## src/rtl/swrb_ram.sv

```systemverilog
module swrb_ram #(
	parameter int WIDTH = 8,
	parameter int DEPTH = 16,
	localparam int AW = (DEPTH > 1) ? $clog2(DEPTH) : 1
) (
	input  logic             clk,
	input  logic             en,
	input  logic             we,
	input  logic [AW-1:0]    addr,
	input  logic [WIDTH-1:0] wdata,
	output logic [WIDTH-1:0] rdata
);

	logic [WIDTH-1:0] mem [DEPTH];

	// single port, registered read
	always_ff @(posedge clk) begin
		if (en) begin
			if (we) begin
				mem[addr] <= wdata;
			end else begin
				rdata <= mem[addr];
			end
		end
	end

endmodule

```

## config.mk

```make
export PLATFORM = sky130hd
export DESIGN_NAME = swrb_ram
export DESIGN_NICKNAME = d
export VERILOG_FILES = /design/src/rtl/swrb_ram.sv
export SDC_FILE = /design/constraint.sdc
export NUM_CORES = 1
export LEC_CHECK = 0
export BUFFER_PORTS_ARGS = -buffer_cell sky130_fd_sc_hd__buf_2
export CORE_ASPECT_RATIO = 1.2
export CORE_MARGIN = 2
export CORE_UTILIZATION = 40
export DETAILED_ROUTE_END_ITERATION = 8
export PLACE_DENSITY = 0.66
export SETUP_SLACK_MARGIN = 0.15
export SLEW_MARGIN = 10
export SYNTH_ARGS = -nofsm -noshare
export SYNTH_HDL_FRONTEND = slang
export SYNTH_SLANG_ARGS = --single-unit
```

## constraint.sdc

```tcl
create_clock -name clk -period 4.7 [get_ports clk]
set_clock_uncertainty 0.15 [all_clocks]
set_input_delay 0 -clock clk [delete_from_list [all_inputs] [get_ports clk]]
set_output_delay 0 -clock clk [all_outputs]
set_load 0.1 [all_outputs]
```

* Yosys cells after proc, flatten, opt, wreduce, memory -nomap -nowiden
Memories as Yosys holds them, arrays and structs flattened. A register that Yosys moved wholly into a read port is not among the register bits.
Index checks and enable logic that the tools add are counted.
** Storage, ports and cells
- Register bits :: 0
- RAM bits :: 128
- Input bits :: 15
- Output and inout bits :: 8
- Word-level logic and storage cells :: 6
- Memories kept :: 1
** Memory list
- mem :: depth 16, bits a word 8, read ports 1, clocked after memory_dff 1, wr ports 1, line 14 : logic [WIDTH-1:0] mem [DEPTH];
** Cells by class
- Mux-type cells :: 3
- Bitwise operators :: 1
- Reduce and logical (&&, ||, !) cells :: 1
** Operators with widths (count)
- $mux 1 :: 3
- $reduce_and 2->1 :: 1
- $not 1->1 :: 1

* Depth between registers and ports, before layout
- Depth in word-level cells :: 3
- Gate-level depth with buffers :: 5

* Least setup slack after synthesis
OpenSTA, ideal clock, no wires.
- Kind :: input to register
- Start point :: in addr[0]
- End point :: mem mem[0][0], enable pin
- Setup time :: 0.383 ns
- Data arrival time :: 1.339 ns
- Required time :: 4.167 ns
- Path slack :: 2.828 ns
- Stages :: 4
- Buffers on the path :: 2
- Cells stage by stage :: buf_6 -> buf_2 -> or3_1 -> nor3_1
** RTL lines
- from (decl) :: line 9 : input logic [AW-1:0] addr,
- to (decl) :: line 14
No word-level cell before the write port.

* Worst setup path after layout
- Start point :: in addr[1]
- End point :: mem mem[2][3], enable pin
No word-level cell before the write port.

==> summary.md <==
| Metric | Value |
|---|---|
| Largest fanout on the critical path | `36` |
| Die width | `108 um` |
| Fillers | `1037` |
| Share of the synthesized area in the top cell type | `0.780` |
| Synth warnings | `0` |
| Root Buffer | `clkbuf_16` |
| Vias | `2393` |
| Yosys reg bits | `136` |
| Worst path arrival time | `1910 ps` |
| Die H | `129 um` |
| VDD IR max | `0.257 mV` |
| Worst Hold Launch | `addr[3]` |
| Post-synthesis sequential area ratio | `0.780` |
| Worst hold slack | `-1.43 ps` |
| Total number of clock tree sinks | `136` |
| Failing checks | `hold timing` |
| Initial antenna violation count | `0` |
| Die area | `14000 um2` |
| GPL Wtd Cong | `0.771` |
| Ant. Diodes | `0` |
| Worst Path Required | `4570 ps` |
| Final Cycle Share | `0.434` |
| Fmax achieved | `490 MHz` |
| Synth async-reset ratio | `0` |
| Power Dens Cells | `458 nW/um2` |
| H-tree level count | `4` |
| Cells after Synth | `234` |
| Hold WC Path Type | `primary input to register` |
| Number of global-route vias before repair | `2492` |
| Adder-cell share of the synthesized area | `0` |
| Crit end category | `register` |
| Max-slew violation total from the final report | `0` |
| Final Core Density | `0.487` |
| CORE AREA | `12700 um2` |
| First drt pass iteration count | `4` |
| Register area | `4080 um2` |
| Synth Flop Type | `edfxtp_1` |
| Mean Syn Cell Area | `22.4 um2` |
| RSZ-0062 raised after global routing | `no` |
| PortBufs | `22` |
| Library cells used by synthesis | `18` |
| Synthesized Nets | `249` |
| Tightest Pin Transition | `1140 ps` |
| TritonCTS clock tree | `built` |
| Max cap viols | `0` |
| Routed Wire Length | `9950 um` |
| Total grt overflow | `0` |
| RR Startpoint | `mem[9][2]` |
| Synth area leaders | `edfxtp_1 (78%), mux4_1 (8.0%), mux4_2 (6.9%)` |
| Layout cell share with drive strength beyond 1 | `0.246` |
| EDFF count, synth | `136` |
| RR Endpoint | `rdata[2]` |
| Fin cells | `449` |
| Mapped Area | `5240 um2` |
| Final nets | `287` |
| Starting density of the core | `0.412` |
| Mux share of post-synthesis cell area | `0.149` |
| Min Tclk post-route | `2040 ps` |
| Final setup vio count | `0` |
| I/O pins | `23` |
| Hold path depth | `2` |
| Kind of critical path | `primary input to register` |
| WL per Instance | `22.2 um` |
| R2R setup slack | `2990 ps` |
| First-pass GRT wire length | `15200 um` |
| Max_slew headroom | `0.231` |
| Compound-Gate Fraction of Synth Area | `0.0229` |
| Hpwl dp | `6230 um` |
| GR Util All Layers | `0.159` |
| Most common cell in the netlist | `edfxtp_1` |
| CTS max path bufs | `2` |
| Syn-to-layout area delta | `18.3%` |
| Placed cell count | `408` |
| Worst setup SP type | `primary input` |
| Post-Synth XOR/XNOR Area | `0` |
| Final hold vios | `3` |
| Worst-Skew Late Latency | `420 ps` |
| Routed Antenna Nets | `0` |
| Worst reg2reg path depth | `3` |
| Post-synth top cells | `edfxtp_1 (136), a22oi_1 (16), mux4_1 (16), mux4_2 (16), nor2_1 (13)` |
| Setup_tns | `0 ps` |
| Largest net degree at the start of global routing | `37` |
| Leak | `2.03 nW` |
| Clock transition at the registers of the reported paths | `60 ps` |
| Largest family of logic cells by synthesized area | `multiplexers` |
| Area leader, netlist | `edfxtp_1` |
| Multi-input logic area | `1090 um2` |
| DRC viols | `0` |
| Total CTS buffers | `17` |
| Status | `finished with violations` |
| Simple-gate share of the synthesized area | `0.0332` |
| Worst Hold End | `mem[0][4]` |
| DR iter-0 viols | `235` |
| Row count | `45` |
| Via density | `5.33` |
[sequential cells by signal, indices dropped and copies added, names as in the netlist]
| signal | cells |
|---|---|
| rdata | 8 |
| mem | 128 |
[per-layer routing]
metal  routed length, um  vias to the layer above  share of wire  GRT usage
met5                   0                        -              0          0
met4                  53                        0         0.0053     0.0498
met3                 649                        4          0.065     0.0563
met2                5210                       71           0.52      0.256
met1                4030                     1242           0.41      0.205
li1                    -                     1076              -          -
[through the flow]
| stage | setup slack [ps] | area [um2] | power (mW) | hold WS, ps |
|---|---|---|---|---|
| detailed placement | 2010 | 5480 | 1.51 | 277 |
| global route | 2500 | 6200 | 2.93 | 15.2 |
| floorplan | 2830 | 5240 | 1.47 | -51.1 |
| global placement | 2140 | 5480 | 1.51 | 261 |
| finish | 2660 | 6200 | 2.84 | -1.43 |
| CTS | 2440 | 6180 | 2.86 | 27.4 |
[worst max-delay path, cell delays in order]
cell	delay, ps
buf_2	660
nand4b_1	290
nor3_1	940
[cells by family after synthesis]
group,count (synthesis)
buffers and inverters,13
and+or+nand+nor,37
muxes,32
AOI/OAI and AO/OA,16
DFF,136
[how the worst max path moves through the flow]
stage                     end  startpoint  slack [ps]
floorplan           mem[0][0]     addr[0]        2830
global placement    mem[3][5]     addr[1]        2140
detailed placement  mem[3][4]     addr[1]        2010
CTS                 mem[3][3]     addr[1]        2440
global route        mem[2][3]     addr[1]        2500
finish              mem[2][3]     addr[1]        2660
[timing repair]
| item | CTS | global route |
|---|---|---|
| setup buffers | 0 | 0 |
| endpoints found under the hold margin | 136 | 0 |
| hold buffers | 9 | 0 |
| gates resized for setup | 0 | 0 |
[placed cells by master (no fill, tap or decap), types with 4 or more instances in the layout]
cell type	instances
edfxtp_1	136
buf_2	22
clkbuf_16	17
mux4_1	16
mux4_2	16
a22oi_1	16
nor2_1	13
nand2_1	10
dlygate4sd3_1	9
bufinv_16	4
[power breakdown]
| part | total (mW) | leakage (nW) | switching (mW) | internal [mW] |
|---|---|---|---|---|
| sequential | 1.36 | 1.23 | 0.00376 | 1.35 |
| combinational | 0.135 | 0.511 | 0.0888 | 0.0460 |
| clock | 1.35 | 0.288 | 0.468 | 0.879 |
| total | 2.84 | 2.03 | 0.561 | 2.28 |
[layout make-up]
cell class                      instances  area share
Timing Repair Buffer                   32      0.0335
Sequential cell                       136       0.659
Tap cell                              164      0.0331
Clock inverter                         14      0.0293
Clock buffer                           18      0.0693
Multi-Input combinational cell         85       0.176
(Power assumes the default switching activity.)
