File: src/rtl/swrb_pkg.sv
package swrb_pkg;

	// field widths
	localparam int OP_W     = 3;
	localparam int SEQ_W    = 32;
	localparam int OFF_W    = 11;
	localparam int BYTE_W   = 8;
	localparam int LEN_W    = 11;
	localparam int VAL_W    = 31;
	localparam int WIN_W    = 5;

	// modulo unit: dividend bits taken per step and number of steps per item
	localparam int DIGIT_BITS = 4;
	localparam int MOD_STEPS  = SEQ_W / DIGIT_BITS;
	localparam int STEP_CNT_W = $clog2(MOD_STEPS);

	typedef enum logic [OP_W-1:0] {
		OP_WRITE      = 3'd0,
		OP_READ       = 3'd1,
		OP_CHECK      = 3'd2,
		OP_INVAL      = 3'd3,
		OP_RAISE_EXP  = 3'd4,
		OP_RAISE_HIGH = 3'd5
	} opcode_t;

endpackage

File: src/rtl/swrb_mod.sv
module swrb_mod #(
	parameter int WINDOW_MAX = 16,
	localparam int SLOT_W = (WINDOW_MAX > 1) ? $clog2(WINDOW_MAX) : 1,
	localparam int DIV_W = SLOT_W + 1
) (
	input  logic                       clk,
	input  logic                       arst_n,
	input  logic                       start,
	input  logic [swrb_pkg::SEQ_W-1:0] dividend,
	input  logic [DIV_W-1:0]           divisor,
	output logic                       done,
	output logic [SLOT_W-1:0]          remainder
);

	import swrb_pkg::*;

	logic                  run_q;
	logic                  done_q;
	logic [STEP_CNT_W-1:0] cnt_q;
	logic [SEQ_W-1:0]      dvd_q;
	logic [SLOT_W-1:0]     rem_q;
	logic [SLOT_W-1:0]     rem_next;
	logic [DIV_W-1:0]      part;
	logic [DIV_W-1:0]      trial;

	// one digit of the remainder: for each of its bits, shift it in and subtract once if too large
	always_comb begin
		part = DIV_W'(rem_q);
		trial = '0;
		for (int i = 0; i < DIGIT_BITS; i++) begin
			trial = {part[SLOT_W-1:0], dvd_q[SEQ_W-1-i]};
			part = (trial >= divisor) ? (trial - divisor) : trial;
		end
		rem_next = part[SLOT_W-1:0];
	end

	// step control
	always_ff @(posedge clk or negedge arst_n) begin
		if (!arst_n) begin
			run_q <= 1'b0;
			done_q <= 1'b0;
			cnt_q <= '0;
		end else begin
			done_q <= 1'b0;
			if (start) begin
				run_q <= 1'b1;
				cnt_q <= '0;
			end else if (run_q) begin
				cnt_q <= cnt_q + STEP_CNT_W'(1);
				if (cnt_q == STEP_CNT_W'(MOD_STEPS - 1)) begin
					run_q <= 1'b0;
					done_q <= 1'b1;
				end
			end
		end
	end

	// dividend shifter and partial remainder
	always_ff @(posedge clk) begin
		if (start) begin
			dvd_q <= dividend;
			rem_q <= '0;
		end else if (run_q) begin
			dvd_q <= dvd_q << DIGIT_BITS;
			rem_q <= rem_next;
		end
	end

	assign done = done_q;
	assign remainder = rem_q;

endmodule

File: config.mk
export PLATFORM = sky130hd
export DESIGN_NAME = swrb_mod
export DESIGN_NICKNAME = d
export VERILOG_FILES = /design/src/rtl/swrb_pkg.sv /design/src/rtl/swrb_mod.sv
export SDC_FILE = /design/constraint.sdc
export NUM_CORES = 1
export LEC_CHECK = 0
export ABC_AREA = 1
export BUFFER_PORTS_ARGS = -buffer_cell sky130_fd_sc_hd__buf_2
export CAP_MARGIN = 20
export CORE_MARGIN = 4
export CORE_UTILIZATION = 35
export CTS_CLUSTER_SIZE = 25
export DETAILED_ROUTE_END_ITERATION = 8
export PLACE_DENSITY = 0.61
export RECOVER_POWER = 100
export SLEW_MARGIN = 20
export SYNTH_ARGS = -nofsm -noshare
export SYNTH_HDL_FRONTEND = slang
export SYNTH_SLANG_ARGS = --single-unit
File: constraint.sdc
create_clock -name clk -period 4.52 [get_ports clk]
set_clock_uncertainty 0.15 [all_clocks]
set_input_delay 0.226 -clock clk [delete_from_list [all_inputs] [get_ports clk]]
set_output_delay 0.226 -clock clk [all_outputs]
set_load 0.1 [all_outputs]
Word-level counts from Yosys, hierarchy flattened. Index checks and enable logic that the tools add are counted.

Input bits: 40. Word-level logic and storage cells: 30. Register bits: 41. Output and inout bits: 5.

Add/sub/neg operators: 5. Mux-type cells: 14. Eq/ne operators: 1. Reductions and logical operators: 1. Magnitude comparators: 4.

Operator list (number): two-way mux 32 bit (2); greater-or-equal comparator 5 bit (4); two-way mux 4 bit (4); subtractor 4 bit (4); two-way mux 1 bit (6); two-way mux 3 bit (2); adder 3 x 1 -> 3 bit (second input constant) (1); equality test 3 bit (second input constant) (1); nonzero test 2 bit (1).

Longest topological paths before layout. Gate-level depths: netlist of the first run.

Depth in word-level cells: 8. Mapped depth: 34. Mapped depth without buffers: 34.

Worst setup path before layout of the first run. Ideal clock, no wire load.

Kind: reg-to-reg. From: reg rem_q[1] (netlist: remainder[1]). To: reg rem_q[1] (netlist: remainder[1]). Period minus slack after synthesis: 5.059 ns. Arrival time: 4.794 ns. Stages on the path, launching flop included: 32. Path buffers: 0. Library setup time: 0.116 ns. Required time: 4.254 ns. Setup slack: -0.539 ns. Cell sequence: dfxtp_1 > ha_1 > nand2_1 > nand2_1 > a31oi_1 > xor2_1 > a21oi_1 > ha_1 > nand2_1 > inv_1 > nand2_1 > nand3_2 > nor2_4 > nand3_1 > nand2_1 > inv_1 > ha_1 > a21o_1 > nand2_1 > nand3_2 > nor2_4 > or2_1 > nand2_1 > ha_1 > a21oi_1 > o21ai_1 > nand2_1 > nand3_1 > a21oi_2 > nand3_1 > nand2_1 > nand2_1.

Word-level cells in the longest chain between the ends: 8. Elaborated cells on any way between the ends: 12. Those cells by class: 4 x add/sub; 4 x order compare; 4 x mux.

Ends and longest elaborated chain: from (decl) (RTL line swrb_mod.sv:21) `logic [SLOT_W-1:0] rem_q;`; from (signal assigned) (RTL line swrb_mod.sv:65) `rem_q <= rem_next;`; subtractor 4 bit or greater-or-equal comparator 5 bit (tied branches) (RTL line swrb_mod.sv:32) `part = (trial >= divisor) ? (trial - divisor) : trial;`; two-way mux 4 bit * (RTL line swrb_mod.sv:32); subtractor 4 bit or greater-or-equal comparator 5 bit (tied branches) (RTL line swrb_mod.sv:32); two-way mux 4 bit * (RTL line swrb_mod.sv:32); greater-or-equal comparator 5 bit or subtractor 4 bit (tied branches) (RTL line swrb_mod.sv:32); two-way mux 4 bit * (RTL line swrb_mod.sv:32); subtractor 4 bit or greater-or-equal comparator 5 bit (tied branches) (RTL line swrb_mod.sv:32); two-way mux 4 bit * (RTL line swrb_mod.sv:32).

Every way passes the cells marked *; elsewhere a longest branch is shown, timed or not. A chain may end at the register's enable or synchronous reset.

Worst setup path after layout of the first run.
From: reg dvd_q[31]. To: reg rem_q[3] (netlist: remainder[3]).

Word-level cells in the longest chain between the ends: 8. Elaborated cells on any way between the ends: 12. Those cells by class: 4 x add/sub; 4 x order compare; 4 x mux.

Ends and longest elaborated chain: from (decl) (RTL line swrb_mod.sv:20) `logic [SEQ_W-1:0] dvd_q;`; from (signal assigned) (RTL line swrb_mod.sv:61) `dvd_q <= dividend;`; from (signal assigned) (RTL line swrb_mod.sv:64) `dvd_q <= dvd_q << DIGIT_BITS;`; subtractor 4 bit or greater-or-equal comparator 5 bit (tied branches) (RTL line swrb_mod.sv:32); two-way mux 4 bit * (RTL line swrb_mod.sv:32); subtractor 4 bit or greater-or-equal comparator 5 bit (tied branches) (RTL line swrb_mod.sv:32); two-way mux 4 bit * (RTL line swrb_mod.sv:32); subtractor 4 bit or greater-or-equal comparator 5 bit (tied branches) (RTL line swrb_mod.sv:32); two-way mux 4 bit * (RTL line swrb_mod.sv:32); subtractor 4 bit or greater-or-equal comparator 5 bit (tied branches) (RTL line swrb_mod.sv:32); two-way mux 4 bit * (RTL line swrb_mod.sv:32).

Marks and branches as above.

==> results of run 1 <==
[metal layers]
layer,part of all wire,up-vias,GRT usage
li1,-,1195,-
met4,0.025,0,0.0433
met3,0.039,19,0.0276
met1,0.43,1069,0.184
met2,0.51,54,0.239
met5,0,-,0
[state kept, by name (all words and copies together) (netlist names)]
signal     count
dvd_q         32
run_q          1
cnt_q          3
done           1
remainder      4
[cell type report]
| type | instances | area, um^2 |
|---|---|---|
| multi-input combinational | 228 | 1660 |
| tap | 99 | 124 |
| inverter | 39 | 149 |
| timing repair buffer | 95 | 602 |
| clock buffer | 5 | 68.8 |
| fill | 678 | 3490 |
| clock inverter | 3 | 16.3 |
| sequential | 41 | 1180 |
[worst paths after layout]
path | startpoint | endpoint | slack (ps) | depth (start not counted)
worst max-delay path | dvd_q[31] | remainder[3] | -130 | 26
worst min-delay path | dividend[3] | dvd_q[3] | 30 | 3
worst max register to register | dvd_q[31] | remainder[3] | -130 | 26
worst min register to register | dvd_q[2] | dvd_q[6] | 360 | 2
max in group asynchronous | arst_n | cnt_q[2] | 3840 | 2
min in group asynchronous | arst_n | done | 160 | 2
[worst max-delay path, delay by kind of cell, from the launching register on]
family	cells	cell delay [ps]
adders and majority gates	5	1430
and+or+nand+nor	10	1080
AOI/OAI and AO/OA	6	890
DFF	1	410
buffers and inverters	4	340
xor gates and xnor gates	1	270
[metrics by stage]
step | setup slack, ps | TNS [ps] | cells
5_1_grt | -399 | -1530 | 510
4_1_cts | -37.5 | -97.6 | 505
2_1_floorplan | 20.1 | 0 | 315
3_5_place_dp | -303 | -1060 | 480
6_report | -133 | -488 | 510
3_3_place_gp | -119 | -397 | 480
[cells in the mapped netlist (2+ instances only)]
| master | count | area share |
|---|---|---|
| a21oi_1 | 7 | 0.013 |
| a21oi_2 | 2 | 0.0066 |
| a22o_1 | 2 | 0.0066 |
| a31oi_1 | 3 | 0.0071 |
| buf_1 | 3 | 0.0042 |
| buf_2 | 3 | 0.0057 |
| dfrtp_1 | 5 | 0.047 |
| dfxtp_1 | 4 | 0.030 |
| edfxtp_1 | 32 | 0.36 |
| fa_1 | 4 | 0.030 |
| ha_1 | 22 | 0.10 |
| inv_1 | 38 | 0.054 |
| nand2_1 | 139 | 0.20 |
| nand2_2 | 4 | 0.0094 |
| nand3_1 | 8 | 0.015 |
| nand3_2 | 2 | 0.0076 |
| nand4_1 | 4 | 0.0094 |
| nor2_1 | 8 | 0.011 |
| nor2_4 | 2 | 0.0085 |
| o21ai_0 | 2 | 0.0038 |
| or2_1 | 2 | 0.0047 |
| xnor2_1 | 6 | 0.020 |
| xor2_1 | 3 | 0.0099 |
[what timing repair did]
action	in CTS	in global routing
setup endpoints to repair	4	4
endpoints found under the hold margin	5	0
resized for setup	31	42
hold buffers	1	0
pin swaps	17	35
buffers inserted	16	5
[logic make-up (layout without fill, tap and decap cells)]
| logic type | count (synthesis) | in the layout | share of synthesized area |
|---|---|---|---|
| AND/OR/NAND/NOR | 172 | 172 | 0.278 |
| AO/OA/AOI/OAI | 20 | 20 | 0.0481 |
| adder cells (fa/ha/maj) | 26 | 26 | 0.134 |
| buffers and inverters | 46 | 142 | 0.0665 |
| multiplexers | 1 | 1 | 0.00378 |
| XOR/XNOR | 9 | 9 | 0.0297 |
| flip-flops | 41 | 41 | 0.440 |
==> out/summary.txt, run 1 <==
outcome - finished, violations left
failing checks - max-capacitance violations, max-slew violations, negative setup slack
largest net degree at the start of global routing - 38
most common cell after layout, fill and taps aside - nand2_1
DR iter-0 viols - 154
CTS root buf - clkbuf_8
Seq/Total Area, Yosys - 0.440
Area Overhead vs Synth - 43.5%
CTS Sinks - 41
buffers added on ports - 44
antenna violation net count after detailed routing - 0
Slew @ Worst Pin - 1670 ps
average routed wire per standard cell - 12.9 um
final wirelength - 6580 um
DIE WIDTH - 95.0 um
Post-DP Area - 0.00321 mm^2
final hold vios - 0
Initial Utilization - 0.364
Period minus WS final - 4650 ps
initial antenna violation count - 0
Vias per Instance - 4.58
# setup viols final - 4
Pre-antenna DRT Iters - 4
CTS clock-pin slew for the worst setup and hold paths - 80 ps
Crit path required time - 4550 ps
clk buf depth - 2
most frequent cells in the layout - nand2_1 (122), buf_4 (47), buf_2 (38), edfxtp_1 (32), inv_1 (29)
Syn Inst Count - 315
crit path DAT - 4690 ps
Unique masters post-synth - 33
H-tree depth - 2
ys async rst share - 0.122
Achievable Freq - 0.215 GHz
worst skew pair latency - 300 ps
crit-path max cell delay - 520 ps
final instance area - 0.00380 mm^2
unrepaired setup endpoints after global routing - true
# IOs - 45
Synth Area per Inst - 8.42 um^2
DP HPWL - 4290 um
Hold Crit Class - in -> reg
GPL Wtd Cong - 0.834
hold slack - 31.6 ps
maxcap violations - 1
CP Class - reg -> reg
Post-synth EDFFs - 32
slowest CP cell - fa_2
final net count - 476
Finished Core Util - 0.522
Mapped Area - 0.00265 mm^2
Tot GR Track Use - 0.142
total CTS buffers - 5
total congestion overflow - 0
crit end category - flip-flop
critical path peak fanout - 6
DRC viols - 0
CTS tree - yes
Die Area - 0.00903 mm^2
Die Y - 95.0 um
# diodes - 0
Final Slew Violations - 32
vias in the first global route - 2302
total number of vias - 2337
CORE AREA - 0.00729 mm^2
Seq cells post-synth - 41
layout cells sized above 1 - 0.421
Rel. slew slack - -0.110
first-pass GRT wire length - 10100 um
number of cell rows - 31
Primary FF master, synth - edfxtp_1
YS warnings - 0
final worst-path setup slack - -133 ps
crit start category - flip-flop
fin crit share - 1.03
post-synthesis net count - 381
Power of run 1 is not shown: default switching activity piles up to over one toggle a cycle in this logic, so the estimate is an artifact.
==> inputs of run 2 (changes only) <==
--- a/config.mk
+++ b/config.mk
@@ -8,12 +8,14 @@
 export ABC_AREA = 1
 export BUFFER_PORTS_ARGS = -buffer_cell sky130_fd_sc_hd__buf_2
 export CAP_MARGIN = 20
+export CORE_ASPECT_RATIO = 1.2
 export CORE_MARGIN = 4
 export CORE_UTILIZATION = 35
 export CTS_CLUSTER_SIZE = 25
 export DETAILED_ROUTE_END_ITERATION = 8
 export PLACE_DENSITY = 0.61
 export RECOVER_POWER = 100
+export REMOVE_ABC_BUFFERS = 1
 export SLEW_MARGIN = 20
 export SYNTH_ARGS = -nofsm -noshare
 export SYNTH_HDL_FRONTEND = slang
==> run 2 against run 1 <==
Compared with the run above:
- the run still ends with max-capacitance violations, max-slew violations, negative setup slack left
- sequential share of layout area increased by 0.55 points
- clock-buffer cell count increased by 1
- critical endpoint unchanged
- hold slack improved by 13 ps
- cell area decreased by 2.7%
- maximum frequency increased by 1.8%
- register-to-register slack improved by 80 ps
- wire length decreased by 8.2%
==> out/summary.txt, run 2 (same netlist as run 1, synthesis figures left out) <==
fin crit share - 1.01 (-0.0184)
Final Slew Violations - 32 (unchanged)
CP Class - reg -> reg
initial antenna violation count - 0 (unchanged)
CTS Sinks - 41 (unchanged)
Slew @ Worst Pin - 1690 ps (+24.8 ps)
CTS root buf - clkbuf_8
crit start category - flip-flop
DP HPWL - 4370 um (+1.8%)
Area Overhead vs Synth - 39.7%
H-tree depth - 2 (unchanged)
CTS tree - yes
Tot GR Track Use - 0.141 (-0.000634)
worst skew pair latency - 290 ps (about the same)
grt peak-use layer - met2
unrepaired setup endpoints after global routing - true
DR iter-0 viols - 43 (-72%)
max FFs per register - 32 (unchanged)
Rel. slew slack - -0.127 (-0.0165)
layout cells sized above 1 - 0.382 (-0.0389)
GPL Wtd Cong - 0.882 (+5.8%)
DIE WIDTH - 87.5 um (-8.0%)
# IOs - 45 (unchanged)
final worst-path setup slack - -49.6 ps (+83.0 ps)
Die Area - 0.00904 mm^2 (about the same)
buffers added on ports - 44 (unchanged)
grt met2 use - 0.243 (+0.00405)
Initial Utilization - 0.362 (-0.00124)
first-pass GRT wire length - 10200 um (+0.82%)
most common cell after layout, fill and taps aside - nand2_1
met1 global-route usage - 0.179 (-0.00467)
vias in the first global route - 2304 (+0.087%)
crit end category - flip-flop
slowest CP cell - edfxtp_1
filler instances - 721 (+6.3%)
maxcap violations - 1 (unchanged)
DRC viols - 0 (unchanged)
total number of vias - 2292 (-1.9%)
number of cell rows - 34 (+9.7%)
outcome - finished, violations left
Pre-antenna DRT Iters - 4 (unchanged)
crit path DAT - 4610 ps (-80 ps)
final hold vios - 0 (unchanged)
Crit path required time - 4570 ps (+20 ps)
CTS clock-pin slew for the worst setup and hold paths - 90 ps (about the same)
total congestion overflow - 0 (unchanged)
Achievable Freq - 0.219 GHz (+1.8%)
largest net degree at the start of global routing - 38 (unchanged)
Finished Core Util - 0.506 (-0.0156)
M3 GR Usage - 0.0230 (-0.00464)
# diodes - 0 (unchanged)
Die Y - 103 um (+8.7%)
Most common cell on crit path - nand2_1
Hold Crit Class - in -> reg
CORE AREA - 0.00732 mm^2 (+0.34%)
# setup viols final - 4 (unchanged)
most frequent cells in the layout - nand2_1 (128), buf_4 (47), buf_2 (38), edfxtp_1 (32), inv_1 (29)
clk buf depth - 2 (unchanged)
crit-path max cell delay - 410 ps (-110 ps)
critical path peak fanout - 5 (-1)
antenna violation net count after detailed routing - 0 (unchanged)
Period minus WS final - 4570 ps (-83.0 ps)
hold slack - 44.2 ps (+12.6 ps)
total CTS buffers - 5 (unchanged)
final wirelength - 6040 um (-8.2%)
failing checks - max-capacitance violations, max-slew violations, negative setup slack
largest reg by FF count - dvd_q
average routed wire per standard cell - 12.0 um (-6.6%)
Vias per Instance - 4.57 (-0.16%)
final net count - 476 (unchanged)
==> run 2: worst paths after layout <==
check | endpoint | slack [ps] | cells after the start | from
setup reg to reg | remainder[3] | -50 | 31 | dvd_q[31]
hold reg to reg | dvd_q[11] | 360 | 2 | dvd_q[7]
hold / removal | dvd_q[2] | 40 | 3 | dividend[2]
setup / recovery | remainder[3] | -50 | 31 | dvd_q[31]
max in group asynchronous | cnt_q[2] | 3850 | 2 | arst_n
min in group asynchronous | done | 150 | 2 | arst_n
==> run 2: critical path, delay by kind of cell, from the launching register on <==
kind | cells | cell delay (ps)
AO/OA/AOI/OAI | 4 | 560
buffers and inverters | 4 | 300
adder cells (fa/ha/maj) | 5 | 1270
XOR/XNOR | 1 | 150
flip-flops | 1 | 410
AND/OR/NAND/NOR | 17 | 1640
==> run 2: layer usage <==
layer  wire length (um)  vias up
li1                   -     1194
met1               2650     1041
met2               3060       44
met3                192       13
met4                136        0
met5                  0        -
==> run 2: final cells by class <==
cell class              count  area [um^2]  area share
clock inverters             2         15.0     0.00405
inverters                  39          149      0.0402
flip-flops and latches     41         1170       0.316
multi-input cells         228         1580       0.427
repair buffers             95          602       0.163
clock buffers               6         72.6      0.0196
well taps                  90          113      0.0304
==> run 2: repair_timing <==
action	in CTS	in global routing
setup endpoints to repair	4	4
hold endpoints to repair	5	0
hold buffers	1	0
setup buffers	6	5
resized for setup	28	31
pin swaps	22	35
==> run 2: metrics by stage <==
step	cell area (um^2)	std cells	TNS, ps	setup slack [ps]
global placement	3250	481	-251	-71.6
global route	3700	501	-1470	-383
detailed placement	3250	481	-1010	-276
finish	3700	501	-154	-49.6
CTS	3540	496	-165	-58.0
floorplan	2620	308	-2130	-539
Power of run 2 is left out for the same reason.
